## src/rtl/trdz_pkg.sv

```systemverilog
// ----------------------------------------------------------------------------
// trdz_pkg
// Shared types and constants for the thumbstick radial dead zone pipeline.
// ----------------------------------------------------------------------------
`timescale 1ns / 1ps
`default_nettype none

package trdz_pkg;

  localparam int MAG_W   = 16;
  localparam int SUM_W   = 33;
  localparam int M_W     = 17;
  localparam int SQ_REM_W = 35;
  localparam int PROD_W  = 33;
  localparam int DEN_W   = 33;
  localparam int NUM_W   = 48;
  localparam int Q_BITS  = 15;

  localparam logic [15:0] DZ_RESET   = 16'd13107;
  localparam logic [15:0] DZ_MAX     = 16'd65534;
  localparam logic [15:0] FULL_SCALE = 16'hFFFF;
  localparam logic [15:0] Q15_MAX    = 16'd32767;

  typedef struct packed {
    logic signed [15:0] raw_x;
    logic signed [15:0] raw_y;
  } sample_t;

  typedef struct packed {
    logic signed [15:0] out_x;
    logic signed [15:0] out_y;
    logic               in_dead_zone;
  } result_t;

  typedef struct packed {
    logic [MAG_W-1:0] mag_x;
    logic [MAG_W-1:0] mag_y;
    logic             sx;
    logic             sy;
    logic [15:0]      dz;
  } sq_side_t;

  typedef struct packed {
    logic sx;
    logic sy;
    logic dead;
  } dv_side_t;

endpackage

`default_nettype wire

```

## src/rtl/trdz_sqrt.sv

```systemverilog
// ----------------------------------------------------------------------------
// trdz_sqrt
// Pipelined floor square root, one root bit per register stage.
// ----------------------------------------------------------------------------
`timescale 1ns / 1ps
`default_nettype none

module trdz_sqrt (
  input  wire logic                    clk,
  input  wire logic                    rst,
  input  wire logic                    en,
  input  wire logic                    in_valid,
  input  wire logic [trdz_pkg::SUM_W-1:0] in_v,
  input  wire trdz_pkg::sq_side_t      in_side,
  output logic                         out_valid,
  output logic [trdz_pkg::M_W-1:0]     out_m,
  output trdz_pkg::sq_side_t           out_side
);
  import trdz_pkg::*;

  logic [SQ_REM_W-1:0] rem  [M_W+1];
  logic [M_W-1:0]      root [M_W+1];
  logic                vld  [M_W+1];
  sq_side_t            side [M_W+1];

  assign rem[0]  = SQ_REM_W'(in_v);
  assign root[0] = '0;
  assign vld[0]  = in_valid;
  assign side[0] = in_side;

  for (genvar g = 0; g < M_W; g++) begin : g_stage
    localparam int BIT = M_W - 1 - g;
    logic [SQ_REM_W-1:0] d;
    logic                take;

    always_comb begin
      d    = (SQ_REM_W'(root[g]) << (BIT + 1)) + (SQ_REM_W'(1) << (2 * BIT));
      take = rem[g] >= d;
    end

    always_ff @(posedge clk) begin
      if (rst) begin
        vld[g+1] <= 1'b0;
      end else if (en) begin
        vld[g+1] <= vld[g];
      end
    end

    always_ff @(posedge clk) begin
      if (en) begin
        rem[g+1]  <= take ? rem[g] - d : rem[g];
        root[g+1] <= take ? (root[g] | (M_W'(1) << BIT)) : root[g];
        side[g+1] <= side[g];
      end
    end
  end

  assign out_valid = vld[M_W];
  assign out_m     = root[M_W];
  assign out_side  = side[M_W];

endmodule

`default_nettype wire

```

## config.mk

```make
export PLATFORM = sky130hd
export DESIGN_NAME = trdz_sqrt
export DESIGN_NICKNAME = d
export VERILOG_FILES = /design/src/rtl/trdz_pkg.sv /design/src/rtl/trdz_sqrt.sv
export SDC_FILE = /design/constraint.sdc
export NUM_CORES = 1
export LEC_CHECK = 0
export ABC_CLOCK_PERIOD_IN_PS = 4900
export BUFFER_PORTS_ARGS = -buffer_cell sky130_fd_sc_hd__buf_2
export CAP_MARGIN = 20
export CORE_AREA = 2 2 406 408
export CTS_CLUSTER_SIZE = 16
export DETAILED_ROUTE_END_ITERATION = 8
export DIE_AREA = 0 0 408 410
export SLEW_MARGIN = 10
export SYNTH_ARGS = -nofsm -noshare
export SYNTH_HDL_FRONTEND = slang
export SYNTH_SLANG_ARGS = --single-unit
```

## constraint.sdc

```tcl
create_clock -name clk -period 4.9 [get_ports clk]
set_input_delay 0.49 -clock clk [delete_from_list [all_inputs] [get_ports clk]]
set_output_delay 0.49 -clock clk [all_outputs]
set_load 0.1 [all_outputs]
```

==> results.yml, run 1 <==
clocking:
  clock_sinks: 1579
  root_buffer: "clkbuf_16"
  cts_setup_buffers: 0
  cts_tree: "done"
  path_clk_slew_ps: 60
  clk_latency_ps: 790
  cts_made_buffers: 163
  cts_max_level: 4
  cts_buffer_depth: 3
cells_and_area:
  antennaDiodeCount: 0
  syn2layout_area_growth_pct: 15.89
  fillers: 14390
  layout-drive-gt1-share_pct: 11.36
  nets: 4106
timing:
  finalSetupViolCount: 0
  finalSetupTns_ps: 0
  finClkSkew_ps: 57.43
  slew_violations: 0
  period_needed_ps: 3765
  tightest_slew_ps: 1064
  timing.hold.ws_ps: 208.6
  finalHoldViolations: 0
  finalCritPeriodShare_pct: 76.84
  slew_headroom_pct: 29.04
  max_freq_mhz: 265.6
  rsz0062_at_grt: "false"
place:
  hpwlAfterDp_um: 57980
  gp_congestion: 0.8790
  io_buffers: 154
worst_setup_path:
  cp_max_fo: 18
  path_delay_family: "compound AO/OA/AOI/OAI gates"
  critical_path.max_stage_delay_ps: 880
  slowest_stage: "a2111oi_4"
  startpoint: "rem[131]"
  cp_num_buf_inv: 1
  path_class: "flip-flop to flip-flop"
  cp-start-kind: "flip-flop"
  cp.arrival_ps: 4300
  end_kind: "flip-flop"
  crit_chain: "nor4_1, nand3_1, or3_1, a211o_1, a2111oi_4, inv_2, mux2_2"
  r2r_start: "rem[131]"
  required_ps: 5430
synth:
  synth_area_leader_cell: "edfxtp_1"
  yosysTopAreaCellShare_pct: 78.37
  ys_seq_elements: 1579
  netlist_area_sq_um: 59850
  seq_area_frac_synth_pct: 78.94
  synthFlopType: "edfxtp_1"
  synth_warnings: 0
  synth.avg_cell_area_sq_um: 17.04
  synthTopCellsByArea: "edfxtp_1 78%, ha_1 3.5%, xor2_1 1.7%"
  synthCells: 3512
  synth_edf_count: 1562
  synth.distinct_cells: 81
  synthArstFlopShare_pct: 0
run_status:
  status: "completed"
detailed_routing:
  wl_per_cell_um: 14.86
  vias: 28380
  firstDrtPassIters: 6
  drc: 0
  first_iter_violations: 1829
  drtAntennaViolNets: 0
  routed_wl_um: 91670
  via_per_inst: 4.601
grt:
  overflow: 0
  grt_pass1_wl_um: 146700
  grt_pass1_vias: 28390
  antenna_found_initial: 0
  grt_usage_pct: 10.90
  grt_max_degree: 146
floorplan:
  coreArea_sq_um: 163500
  initial_core_util_pct: 36.61
  ios: 155
  dieHeight_um: 410
  die-area_sq_um: 167300
  die_x_um: 408
  rows: 149
flow_run:
  maxCapViolations: 0
power:
  ir_drop_v: 0.0003810
  leakagePower_nw: 24.88
  power_density_nw_per_um2: 457.6
hold_path:
  worstHoldPathType: "input pin to flip-flop"
  worstHoldStart: "en"
-- registers in the layout, summed over array words and instances, names as in the netlist --
register and cells:
rem 559, out_m 17, root 136, side 800, vld 16, out_side 50
out_valid 1
-- cell usage after synthesis, types with 14 or more instances --
cell type,instances
o21ai_0,126
xor2_1,119
o21a_1,31
nand4_1,34
dfxtp_1,17
mux2i_1,26
nand2_1,166
clkbuf_1,34
inv_1,201
nand3_1,28
nor3_1,76
or3_1,35
a21oi_1,118
o31ai_1,22
nor4_1,84
nor2_1,172
mux2_2,17
buf_4,51
xnor2_1,114
nor2b_1,24
nor4b_1,14
or4_1,19
nand2b_1,39
a21o_1,37
edfxtp_1,1562
ha_1,166
-- layer usage --
| metal | GRT usage [%] | wire, um |
|---|---|---|
| met3 | 2.774 | 4244 |
| met5 | 0 | 0 |
| met4 | 5.006 | 3351 |
| met1 | 13.01 | 38700 |
| met2 | 18.52 | 45380 |
-- path summary, 6_finish.rpt --
check                            endpoint  slack [ps]  cells past startpoint
worst min register to register  side[470]         380                      0
worst max register to register    rem[88]        1130                      7
worst min-delay path            side[761]         210                      1
worst max-delay path              rem[88]        1130                      7
-- metrics by stage --
step	util, %	cell area (sq um)	power, mW	worst slack (ps)	std cells
3_5_place_dp	38.63	63160	19.83	1168	5791
4_1_cts	42.42	69360	32.23	1152	6169
6_report	42.42	69360	31.74	1135	6169
5_1_grt	42.42	69360	33.16	902.5	6169
3_3_place_gp	38.63	63160	19.75	1229	5791
2_1_floorplan	-	59850	18.84	1807	3513
-- cell usage in the layout, fill, tap and decap left out, types with 13 or more instances in the layout --
cell / count
clkbuf_16: 164
xnor2_1: 114
buf_2: 153
edfxtp_1: 1562
o21a_1: 31
nor4_1: 84
a21o_1: 37
nor4b_1: 13
dfxtp_1: 17
or4_1: 19
buf_4: 22
bufinv_16: 16
clkinv_2: 22
nand2b_1: 39
nand3_1: 28
mux2i_1: 26
o31ai_1: 22
dlygate4sd3_1: 86
nor3_1: 76
or3_1: 35
nand2_1: 166
nor2b_1: 24
xor2_1: 119
a21oi_1: 118
nor2_1: 172
ha_1: 166
o21ai_0: 126
mux2_2: 17
inv_1: 201
clkbuf_1: 44
nand4_1: 34
clkinv_1: 24
-- power by group --
group	internal, mW	switching [mW]	leakage (nW)
registers	16.2	0.572	15.3
clock network	7.07	5.07	2.58
logic	1.12	1.69	7.03
total	24.4	7.33	24.9
-- area by class of cell --
type	count	area [sq um]	share of cell area, %
flip-flops and latches	1579	47250	68.12
multi-input cells	1635	11270	16.25
clock buffers	208	4269	6.155
well taps	2189	2739	3.949
repair buffers	272	2012	2.901
clock inverters	84	1066	1.537
inverters	202	758.2	1.093
-- what timing repair did --
| item | 4_1_cts | 5_1_grt |
|---|---|---|
| endpoints found under the hold margin | 100 | 0 |
| gates resized for setup | 0 | 0 |
| hold buffers | 86 | 0 |
| setup endpoints to repair | 0 | 0 |
-- kinds of logic (layout without fill, tap and decap cells) --
family	count (synthesis)	after routing	synth area share (%)
AO/OA/AOI/OAI	429	429	4.505
XOR/XNOR	233	233	3.410
adder cells (fa/ha/maj)	166	166	3.470
buffers and inverters	299	766	2.247
flip-flops	1579	1579	78.94
multiplexers	46	46	0.8299
other	1	2	0.006266
AND/OR/NAND/NOR	759	759	6.592
Note: power is estimated with default switching activity, not from simulation.
==> run 2: changes to the inputs <==
Settings changed: ABC_AREA set to 1, ABC_CLOCK_PERIOD_IN_PS 4900 to 3500, CORE_AREA 2 2 406 408 to 2 2 424 426, DIE_AREA 0 0 408 410 to 0 0 426 428.
Clock period 4.9 ns to 3.5 ns, I/O delays scaled along.
==> run 2 against run 1 <==
  * First-iteration DRC count is 51% higher
  * Final area up 8.9%
  * Count of clock-buffer cells in the layout shrank 11
  * Final cell count is 33% higher
  * Largest power group unchanged
  * Global-route usage grew 3.9 points
  * Hold slack improved by 37 ps
  * Register-to-register slack lost 620 ps
  * Critical path depth rose by 4
==> results.yml, run 2 <==
cells_and_area:
  layout-drive-gt1-share_pct: 8.587
  reg_top3: "side: 800 flops, rem: 559 flops, root: 136 flops"
  largest_reg_flops: 800
  final_cells: 8225
  fillers: 16590
  syn2layout_area_growth_pct: 15.41
  regMostFlops: "side"
  nets: 5989
  final_cell_area_sq_um: 75550
  layout_commonest_cell: "edfxtp_1"
  post-route-util_pct: 42.53
  layout_common_cells: "1562 x edfxtp_1, 1404 x nand2_1, 690 x inv_1"
synth:
  synth_warnings: 0
  synth_area_leader_cell: "edfxtp_1"
  synthFlopType: "edfxtp_1"
  seq_area_frac_synth_pct: 72.17
  synth.distinct_cells: 55
  synthArstFlopShare_pct: 0
  synth.most_common_cell: "edfxtp_1"
  ys_seq_elements: 1579
  yosysTopAreaCellShare_pct: 71.65
  synth_edf_count: 1562
  synthCells: 5363
  ys_top_cells_by_count: "1562 x edfxtp_1, 1404 x nand2_1, 690 x inv_1"
  synth.avg_cell_area_sq_um: 12.21
  netlist_area_sq_um: 65460
  synthTopCellsByArea: "edfxtp_1 72%, nand2_1 8.1%, inv_1 4.0%"
worst_setup_path:
  cp_max_fo: 19
  path_class: "flip-flop to flip-flop"
  cp-start-kind: "flip-flop"
  timing.rr.end: "rem[104]"
  end_kind: "flip-flop"
  required_ps: 4080
  r2r_start: "rem[117]"
  rrSetupSlack_ps: 510
  cp.arrival_ps: 3560
  reg2reg_depth: 11
clocking:
  clk_latency_ps: 820
  cts_tree: "done"
  clock_sinks: 1579
  root_buffer: "clkbuf_16"
  cts_max_level: 4
  path_clk_slew_ps: 60
  cts_made_buffers: 166
  cts_buffer_depth: 3
  post_cts_resized: 0
place:
  placed_area_sq_um: 69110
  io_buffers: 154
  placed_cells: 7836
  gp_congestion: 0.8992
  hpwlAfterDp_um: 97250
power:
  ir_drop_v: 0.0004458
  power_density_nw_per_um2: 621.9
  p_comb_share_pct: 12.3
  sw_frac_of_total_pct: 25.87
  p_int_mw: 34.83
  clock_power_share_pct: 37.6
  seqPwrFrac_pct: 50.1
  total_power_mw: 46.98
  p_sw_mw: 12.15
  leakagePower_nw: 30.05
floorplan:
  die_x_um: 426
  coreArea_sq_um: 177600
  dieHeight_um: 428
  rows: 155
  die-area_sq_um: 182300
  initial_core_util_pct: 36.85
  ios: 155
timing:
  max_freq_mhz: 334.9
  slew_headroom_pct: 47.34
  slew_violations: 0
  period_needed_ps: 2986
  finalSetupViolCount: 0
  finalHoldViolations: 0
  finClkSkew_ps: 61.19
  finalCritPeriodShare_pct: 85.31
  finalSetupTns_ps: 0
  rsz0062_at_grt: "false"
  tightest_slew_ps: 783.9
hold_path:
  whs_endpoint: "rem[565]"
  worstHoldPathType: "input pin to flip-flop"
  hold_depth: 2
  worstHoldStart: "in_v[5]"
run_status:
  status: "completed"
detailed_routing:
  routed_wl_um: 135200
  drc: 0
  drtAntennaViolNets: 0
  first_iter_violations: 2760
  wl_per_cell_um: 16.43
  vias: 37830
  via_per_inst: 4.600
  firstDrtPassIters: 6
grt:
  antenna_found_initial: 1
  grt_max_degree: 129
  overflow: 0
  grt_usage_pct: 14.82
  grt_pass1_wl_um: 210400
  grt_pass1_vias: 37800
flow_run:
  maxCapViolations: 0
run 2: changes by cell type in the layout (fill, tap and decap cells not counted), sizes merged, moves of 35 or more:
cell / previous run / this run
nand2: 166 / 1415
inv: 209 / 708
nor2: 172 / 440
nand3: 28 / 266
a21oi: 118 / 202
xnor2: 114 / 36
nor4: 84 / 30
nand4: 34 / 79
nand2b: 39 / 1
or3: 35 / 0
run 2: per-stage QoR:
stage / hold slack (ps) / setup slack (ps)
final: 245.3 / 514.1
after detailed placement: 404.5 / 560.2
after CTS: 147.0 / 516.3
after floorplan: 400.3 / 1391
after global routing: 190.6 / 429.2
after global placement: 400.1 / 559.4
run 2: layer usage:
metal  GRT usage (%)  share of wire [%]  vias to the layer above  wire (um)
met5               0                  0                        -          0
met4           6.320                4.1                        0       5555
met2           25.30                 49                      721      66360
li1                -                  -                    18970          -
met3           2.666                3.7                      284       5048
met1           18.38                 43                    17860      58190
run 2: area by class of cell:
| type | instances | area (sq um) | area share (%) |
|---|---|---|---|
| tap | 2355 | 2947 | 3.900 |
| multi-input combinational | 2991 | 14920 | 19.74 |
| sequential | 1579 | 47250 | 62.54 |
| timing repair buffer | 293 | 2222 | 2.941 |
| antenna | 1 | 2.502 | 0.003312 |
| inverter | 705 | 2646 | 3.503 |
| clock inverter | 104 | 1184 | 1.567 |
| clock buffer | 197 | 4385 | 5.805 |
run 2: power groups by stage:
stage               Combinational (mW)  Clock, mW  Sequential [mW]
floorplan                         3.91          0             23.6
global placement                  5.73          0             23.9
detailed placement                5.74          0             23.9
CTS                               5.84       18.3             23.5
global route                      6.56       19.0             23.7
finish                            5.79       17.7             23.5
run 2: worst max-delay path by stage:
stage                   from  endpoint  slack, ps  cells after the start
floorplan           rem[376]  rem[344]       1390                     10
CTS                 rem[117]  rem[104]        520                     11
global placement    rem[117]   rem[89]        560                     12
finish              rem[117]  rem[104]        510                     11
detailed placement  rem[117]   rem[89]        560                     12
global route         rem[75]   rem[51]        430                     11
run 2: cells by family (layout without fill, tap and decap cells):
group           after synthesis  after routing  share of synthesized area [%]
simple gates               2352           2352                          15.02
flops                      1579           1579                          72.17
buf+inv                     794           1299                          5.046
compound gates              329            329                          2.682
fa+ha+maj                   166            166                          3.173
xor+xnor                    142            142                          1.900
other cells                   1              3                       0.005729
run 2: critical path, stage by stage (launching register included):
cell	delay, ps
edfxtp_1	410
ha_1	370
nand2_1	180
nor2_2	250
nand3_1	100
nor2_1	320
nand3b_1	160
nand2_1	90
inv_1	50
nand2_2	250
inv_2	260
a21oi_1	290
run 2: timing repair:
action,4_1_cts,5_1_grt
endpoints found under the hold margin,125,0
buffers inserted,0,0
hold buffers,87,0
